### config.mk
export PLATFORM = sky130hd
export DESIGN_NAME = spf_ctrl
export DESIGN_NICKNAME = d
export VERILOG_FILES = /design/src/hw/rtl/spf_pkg.sv /design/src/hw/rtl/spf_ctrl.sv
export SDC_FILE = /design/constraint.sdc
export NUM_CORES = 1
export LEC_CHECK = 0
export ABC_AREA = 1
export BUFFER_PORTS_ARGS = -buffer_cell sky130_fd_sc_hd__buf_4
export CAP_MARGIN = 20
export CORE_ASPECT_RATIO = 0.9
export CORE_MARGIN = 2
export CORE_UTILIZATION = 56
export CTS_CLUSTER_DIAMETER = 60
export DETAILED_ROUTE_END_ITERATION = 8
export PLACE_DENSITY = 0.86
export SLEW_MARGIN = 5
export SYNTH_ARGS = -nofsm -noshare
export SYNTH_HDL_FRONTEND = slang
export SYNTH_SLANG_ARGS = --single-unit
### constraint.sdc
create_clock -name clk_i -period 2.8 [get_ports clk_i]
set_clock_uncertainty 0.05 [all_clocks]
set_input_delay 0.42 -clock clk_i [delete_from_list [all_inputs] [get_ports clk_i]]
set_output_delay 0.42 -clock clk_i [all_outputs]
set_load 0.02 [all_outputs]
### src/hw/rtl/spf_pkg.sv
// Shared constants and types for the sample packet framer.
// No dependencies; every other file of the block except spf_ram imports this package.
`default_nettype none

package spf_pkg;

  // Framing geometry.
  localparam int unsigned SAMPLES_PER_PACKET = 10;
  localparam int unsigned PACKET_COUNT       = 2048;
  localparam int unsigned STORE_DEPTH        = SAMPLES_PER_PACKET * PACKET_COUNT;

  // Field and storage widths.
  localparam int unsigned SAMPLE_W = 16;
  localparam int unsigned BYTE_W   = 8;
  localparam int unsigned SADDR_W  = 15;
  localparam int unsigned PIDX_W   = 16;
  localparam int unsigned ADDR_W   = $clog2(STORE_DEPTH);
  localparam int unsigned CNT_W    = (SAMPLES_PER_PACKET > 1) ?
                                     $clog2(SAMPLES_PER_PACKET) : 1;

  // Frame delimiters.
  localparam logic [BYTE_W-1:0] FRAME_START = 8'h01;
  localparam logic [BYTE_W-1:0] FRAME_END   = 8'h02;
  localparam logic [BYTE_W-1:0] ERROR_BYTE  = 8'h00;

  typedef enum logic [2:0] {
    ST_IDLE,
    ST_START,
    ST_HI,
    ST_LO,
    ST_END,
    ST_SUM,
    ST_ERR
  } state_e;

  // Read request from the sequencer to the sample memory.
  typedef struct packed {
    logic              en;
    logic [ADDR_W-1:0] addr;
  } rd_req_t;

  // One frame byte as presented on the result ports.
  typedef struct packed {
    logic              valid;
    logic [BYTE_W-1:0] data;
    logic              last;
    logic              err;
  } out_beat_t;

endpackage

`default_nettype wire

### src/hw/rtl/spf_ctrl.sv
// Frame sequencer: walks one packet through the sample memory and emits its bytes, or an error byte.
// Depends on spf_pkg for constants, the state type and the interface structs.
`default_nettype none

module spf_ctrl import spf_pkg::*; (
  input  wire logic                clk_i,
  input  wire logic                rst_ni,
  input  wire logic                req_i,
  input  wire logic [PIDX_W-1:0]   packet_index_i,
  input  wire logic [SAMPLE_W-1:0] rdata_i,
  output logic                     busy_o,
  output rd_req_t                  rd_o,
  output out_beat_t                beat_o
);

  localparam logic [ADDR_W-1:0] SppA     = ADDR_W'(SAMPLES_PER_PACKET);
  localparam logic [CNT_W-1:0]  LastCnt  = CNT_W'(SAMPLES_PER_PACKET - 1);

  state_e              state_q, state_d;
  logic [CNT_W-1:0]    cnt_q, cnt_d;
  logic [ADDR_W-1:0]   addr_q, addr_d;
  logic [BYTE_W-1:0]   sum_q, sum_d;
  logic                in_range;
  logic                last_sample;
  logic [ADDR_W-1:0]   base;

  assign in_range    = 32'(packet_index_i) < 32'(PACKET_COUNT);
  assign base        = ADDR_W'(packet_index_i) * SppA;
  assign last_sample = (cnt_q == LastCnt);

  // Next state.
  always_comb begin
    state_d = state_q;
    case (state_q)
      ST_IDLE: begin
        if (req_i) begin
          state_d = in_range ? ST_START : ST_ERR;
        end
      end
      ST_START: state_d = ST_HI;
      ST_HI:    state_d = ST_LO;
      ST_LO:    state_d = last_sample ? ST_END : ST_HI;
      ST_END:   state_d = ST_SUM;
      ST_SUM:   state_d = ST_IDLE;
      ST_ERR:   state_d = ST_IDLE;
      default:  state_d = ST_IDLE;
    endcase
  end

  // Outputs and datapath updates.
  always_comb begin
    cnt_d        = cnt_q;
    addr_d       = addr_q;
    sum_d        = sum_q;
    rd_o.en      = 1'b0;
    rd_o.addr    = addr_q;
    beat_o.valid = 1'b0;
    beat_o.data  = ERROR_BYTE;
    beat_o.last  = 1'b0;
    beat_o.err   = 1'b0;
    case (state_q)
      ST_IDLE: begin
        cnt_d = '0;
        if (req_i && in_range) begin
          addr_d = base;
          sum_d  = '0;
        end
      end
      ST_START: begin
        beat_o.valid = 1'b1;
        beat_o.data  = FRAME_START;
        rd_o.en      = 1'b1;
        addr_d       = addr_q + ADDR_W'(1);
      end
      ST_HI: begin
        beat_o.valid = 1'b1;
        beat_o.data  = rdata_i[SAMPLE_W-1:BYTE_W];
        sum_d        = sum_q + rdata_i[SAMPLE_W-1:BYTE_W];
      end
      ST_LO: begin
        beat_o.valid = 1'b1;
        beat_o.data  = rdata_i[BYTE_W-1:0];
        sum_d        = sum_q + rdata_i[BYTE_W-1:0];
        cnt_d        = cnt_q + CNT_W'(1);
        if (!last_sample) begin
          rd_o.en = 1'b1;
          addr_d  = addr_q + ADDR_W'(1);
        end
      end
      ST_END: begin
        beat_o.valid = 1'b1;
        beat_o.data  = FRAME_END;
      end
      ST_SUM: begin
        beat_o.valid = 1'b1;
        beat_o.data  = sum_q;
        beat_o.last  = 1'b1;
      end
      ST_ERR: begin
        beat_o.valid = 1'b1;
        beat_o.data  = ERROR_BYTE;
        beat_o.last  = 1'b1;
        beat_o.err   = 1'b1;
      end
      default: begin
      end
    endcase
  end

  assign busy_o = (state_q != ST_IDLE);

  always_ff @(posedge clk_i or negedge rst_ni) begin
    if (!rst_ni) begin
      state_q <= ST_IDLE;
      cnt_q   <= '0;
      sum_q   <= '0;
    end else begin
      state_q <= state_d;
      cnt_q   <= cnt_d;
      sum_q   <= sum_d;
    end
  end

  always_ff @(posedge clk_i) begin
    addr_q <= addr_d;
  end

endmodule

`default_nettype wire

After elaboration in Yosys (flattened, before gate mapping)
Index checks and enable logic that the tools add are counted.
{"block": "classes", "add_sub_neg": 4, "n_mul": 1, "n_lt_le_gt_ge": 1, "n_eq_ne": 10, "n_mux": 15, "reduce_logical": 9}
{"cell": "case mux 9 bit (6 select lines)", "count": 1}
{"cell": "case mux 15 bit (3 select lines)", "count": 1}
{"cell": "two-way mux 15 bit", "count": 2}
{"cell": "case mux 8 bit (3 select lines)", "count": 1}
{"cell": "adder 8 bit", "count": 2}
{"cell": "less-than comparator 16 x 12 -> 1 bit (second input constant)", "count": 1}
{"cell": "adder 15 x 1 -> 15 bit (second input constant)", "count": 1}
{"cell": "multiplier 15 x 3 -> 14 bit (second input constant)", "count": 1}
{"cell": "case mux 3 bit (5 select lines)", "count": 1}
{"cell": "== test 3 bit (second input constant)", "count": 3}
{"cell": "two-way mux 3 bit", "count": 3}
{"cell": "nonzero test 3 bit", "count": 3}
{"cell": "two-way mux 8 bit", "count": 1}
{"cell": "case mux 4 bit (2 select lines)", "count": 1}
{"cell": "== test 3 x 2 -> 1 bit (second input constant)", "count": 2}
{"cell": "inequality test 2 bit (second input constant)", "count": 3}
{"cell": "adder 4 x 1 -> 4 bit (second input constant)", "count": 1}
{"cell": "== test 4 bit (second input constant)", "count": 1}
{"cell": "== test 3 x 1 -> 1 bit (second input constant)", "count": 1}
{"cell": "zero test 3 bit", "count": 1}
{"cell": "two-way mux 1 bit", "count": 3}
{"cell": "AND reduction 3 bit", "count": 1}
{"cell": "case mux 1 bit (2 select lines)", "count": 1}
{"cell": "AND reduction 2 bit", "count": 1}
{"cell": "other kinds (3)", "count": 3}
{"block": "totals", "regBits": 30, "inputBits": 35, "output_inout_bits": 28, "elab_cells": 44}

Logic depth before layout (Yosys ltp)
{"block": "logic_depth", "ltp_word": 4, "mapped_depth": 15, "mapped_depth_nobuf": 14}

Least setup slack after synthesis
Ideal clock, no wire load.
{"block": "synth_timing", "path_kind": "register to register", "startpoint": "register state_q[1]", "endpoint": "register addr_q[0], enable pin", "setup_ns": 0.406, "arrival_time_ns": 1.966, "required_time_ns": 2.344, "slack_ns": 0.378, "stages_incl_launch_ff": 6, "n_path_buf": 2, "synth_period_minus_slack_ns": 2.422, "path_cell_list": "dfrtp_1 > buf_6 > nand3_1 > buf_2 > nor3_2 > nor3_1"}
{"block": "synth_via", "elab_chain_len": 3, "word_cells_on_any_way": 7, "classes_between": "eq/ne: 4; reduce/logical: 3"}
{"item": "start: declaration", "line": "spf_ctrl.sv:19", "text": "state_e state_q, state_d;"}
{"item": "start signal: assignment", "line": "spf_ctrl.sv:118", "text": "state_q <= state_d;"}
{"item": "== test 3 x 2 -> 1 bit, or another cell as far along", "line": "spf_ctrl.sv:61", "text": "case (state_q)"}
{"item": "inequality test 2 bit (no line) / nonzero test 3 bit (equally long branches)"}
{"item": "AND reduction 3 bit (no line) (*)"}
{"item": "end signal: assignment", "line": "spf_ctrl.sv:125", "text": "addr_q <= addr_d;"}
{"item": "end: declaration", "line": "spf_ctrl.sv:21", "text": "logic [ADDR_W-1:0] addr_q, addr_d;"}
Every way passes the cells marked *; elsewhere a longest branch is shown, timed or not.
A chain may end at the register's enable or synchronous reset.

Worst setup path after layout
{"block": "layout_timing", "startpoint": "register state_q[1]", "endpoint": "register sum_q[4]"}
{"block": "layout_via", "elab_chain_len": 3, "word_cells_on_any_way": 7, "classes_between": "eq/ne: 3; mux: 1; reduce/logical: 3"}
{"item": "== test 3 x 2 -> 1 bit / zero test 3 bit (equally long branches)", "line": "spf_ctrl.sv:61"}
{"item": "nonzero test 3 bit (no line) / inequality test 2 bit (equally long branches)"}
{"item": "AND reduction 2 bit (no line)"}
{"item": "end signal: assignment", "line": "spf_ctrl.sv:120", "text": "sum_q <= sum_d;"}
{"item": "end: declaration", "line": "spf_ctrl.sv:22", "text": "logic [BYTE_W-1:0] sum_q, sum_d;"}
Several ways; a longest one is shown, not always the timed one.

==> metrics.yaml <==
worst_setup_path:
  critical_path_class: "reg2reg"
  worst_ep_required_time_ns: 2.92
  cp.depth: 13
  cp.arrival_ns: 2.66
  cpPeakStageDelay_ns: 0.51
  ff2ff_path_depth: 13
  critPathSlowestCell: "dfrtp_1"
  cp-start-kind: "register"
  critPathTopFamily: "adder cells"
  endpoint_kind: "register"
  cp_cell_sequence: "nand3_1, inv_1, nand2_1, o21ai_0, ha_1, inv_1, fa_1, inv_1, nand2_1, a21oi_1, o21ai_0, nand3b_1, nand2_1"
  crit_fanout: 13
  worst-path-buf-inv: 3
grt:
  grt-ovfl-total: 0
  antenna_found_initial: 0
  grt_pass1_vias: 2913
  grt_pass1_wl_mm: 12.62
  grt_use_total_pct: 27.15
  grt_max_degree: 18
detailed_routing:
  drt-initial-drc-count: 174
  remaining_drc_errors: 0
  vias: 3111
  routed_wl_mm: 7.444
  via_per_inst: 5.401
  detail_route.wl_per_cell_um: 12.92
  dr.pass1.iters: 5
  ant_nets: 0
die:
  initial_core_util_pct: 57.47
  dieArea_um2: 5929
  fp.dieW_um: 80.95
  rows: 25
  coreArea_um2: 5192
  die_h_um: 73.25
  io_pins: 63
synthesis:
  ys.warnings.count: 0
  synth_cell_types: 31
  async_flop_share_pct: 50.00
  ys.flop_type: "edfxtp_1"
  yosys.area.top_type: "nand2_1"
  netlist_top_cells_count: "nand2_1 (148), inv_1 (59), nand3_1 (36)"
  ys_seq_area_share_pct: 27.67
  synth_area_leaders: "nand2_1 (19%), edfxtp_1 (15%), ha_1 (13%), dfrtp_1 (13%), inv_1 (7.4%)"
  syn_area_um2: 2984
  avgSynthCellArea_um2: 6.767
  synth_cells: 441
  synth_nets: 509
  yosysMostFrequentCell: "nand2_1"
  ys_seq_elements: 30
  synth_edf_count: 15
  synth_top_cell_area_share_pct: 18.62
sta:
  slew_headroom_pct: 75.55
  rsz0062_at_grt: "no"
  fin_crit_ns: 2.540
  hold_violations: 0
  setup_viol: 0
  worst_pin_slew_ns: 0.3639
  fin_crit_sh_pct: 90.71
  finalSetupTns_ns: 0
  slew_viol_final: 0
  fmax_mhz: 393.7
place:
  dp_hpwl_mm: 5.957
  place_area_um2: 3522
  gp_congestion: 0.9167
  placement.io_buffers: 62
flow_run:
  max_cap_violations: 0
hold_path:
  min_path_type: "in2reg"
  hold-path-cell-count: 3
clock_tree:
  cts_root_buffer: "clkbuf_8"
  clk_pin_slew_ns: 0.07
  cts_made_buffers: 5
  cts_max_level: 2
  clk_latency_ns: 0.28
  clk_path_buf_depth: 2
  cts_sinks: 30
  cts_tree: "done"
  post_cts_buffers: 0
pwr:
  p_leak_nw: 1.942
  p_per_area_nw_per_um2: 1071
  ir_drop_mv: 0.6994
cells_and_area:
  filler_cell_count: 457
  n_antenna_cell: 0
  syn_to_final_growth_pct: 21.43
  design_area_um2: 3623
  drive_gt1_share_pct: 17.09
  nets: 576
outcome:
  status: "finished, final reports clean"
[metrics by stage]
step	power [mW]	utilization [%]	std cells	worst slack [ns]	hold slack [ns]
after floorplan	2.713	-	441	0.3777	0.07441
after global placement	3.424	67.83	567	0.4070	0.2376
after detailed placement	3.489	67.83	567	0.3421	0.2417
after CTS	3.880	69.78	576	0.2820	0.3793
after global routing	4.236	69.78	576	0.03904	0.3981
final	3.882	69.78	576	0.2602	0.3858
[cell usage in the layout (no fill, tap or decap), types with 2 or more instances in the layout]
cell type  instances
inv_2              3
nand2_1          148
nand3b_1           5
dfrtp_1           15
o31ai_1            2
o21ai_0           20
fa_1               2
edfxtp_1          15
nor3_1             5
buf_4             65
nor2_1            34
ha_1              31
xnor2_1            2
o22ai_1            4
nor2_4             3
inv_1             59
nand3_1           36
nor3_2             2
nand4_1           10
o211ai_1           7
o21a_1             2
a21oi_1           17
clkbuf_8           6
o21ai_2            4
xor2_1             4
[report_power, final]
group	leakage [nW]	switching [mW]	internal (mW)
logic	1.56	1.56	0.925
registers	0.334	0.260	0.773
clock network	0.0482	0.164	0.198
total	1.94	1.99	1.90
[layout make-up]
class	count	area [µm²]	area share, %
tap	67	83.83	2.314
clock inverter	1	5.005	0.1381
clock buffer	7	86.33	2.383
inverter	62	232.7	6.423
timing repair buffer	66	498.0	13.74
sequential	30	825.8	22.79
multi-input combinational	343	1892	52.21
[final timing paths]
| check | startpoint | slack (ns) | to |
|---|---|---|---|
| min | packet_index_i[0] | 0.39 | addr_q[1]$_DFFE_PP_ |
| max in group asynchronous | rst_ni | 2.03 | cnt_q[0]$_DFFE_PN0P_ |
| min reg2reg | sum_q[7]$_DFFE_PN0P_ | 0.46 | sum_q[7]$_DFFE_PN0P_ |
| max reg2reg | state_q[1]$_DFFE_PN0P_ | 0.26 | sum_q[4]$_DFFE_PN0P_ |
| max | state_q[1]$_DFFE_PN0P_ | 0.26 | sum_q[4]$_DFFE_PN0P_ |
| min in group asynchronous | rst_ni | 0.48 | sum_q[3]$_DFFE_PN0P_ |
[state kept, by name (all words and copies together), names as in the netlist]
register,flops
addr_q,15
state_q,3
sum_q,8
cnt_q,4
[metal layers]
layer / global-route usage [%] / wire [µm] / up-vias
li1: - / - / 1585
met1: 36.04 / 3313 / 1404
met2: 46.92 / 3595 / 114
met3: 4.423 / 471 / 8
met4: 5.650 / 64 / 0
met5: 0 / 0 / -
[kinds of logic (layout without fill, tap and decap cells)]
logic type	count (synthesis)	in the layout	synth area share, %
adder cells (fa/ha/maj)	33	33	14.34
AND/OR/NAND/NOR	247	247	35.89
AO/OA/AOI/OAI	57	57	11.24
buffers and inverters	68	136	9.099
XOR/XNOR	6	6	1.761
flip-flops	30	30	27.67
[worst register-to-register path, cell delays in order, from the launching register on]
cell and delay [ns]:
dfrtp_1 0.51, nand3_1 0.15, inv_1 0.30, nand2_1 0.12
o21ai_0 0.09, ha_1 0.18, inv_1 0.05, fa_1 0.37
inv_1 0.11, nand2_1 0.09, a21oi_1 0.16, o21ai_0 0.10
nand3b_1 0.10, nand2_1 0.05
[what timing repair did]
item | in CTS | in global routing
hold buffers | 1 | 0
hold endpoints to repair | 15 | 0
gates resized for setup | 0 | 0
endpoints found under the setup margin | 0 | 0
Power figures use the tool's default switching activity.
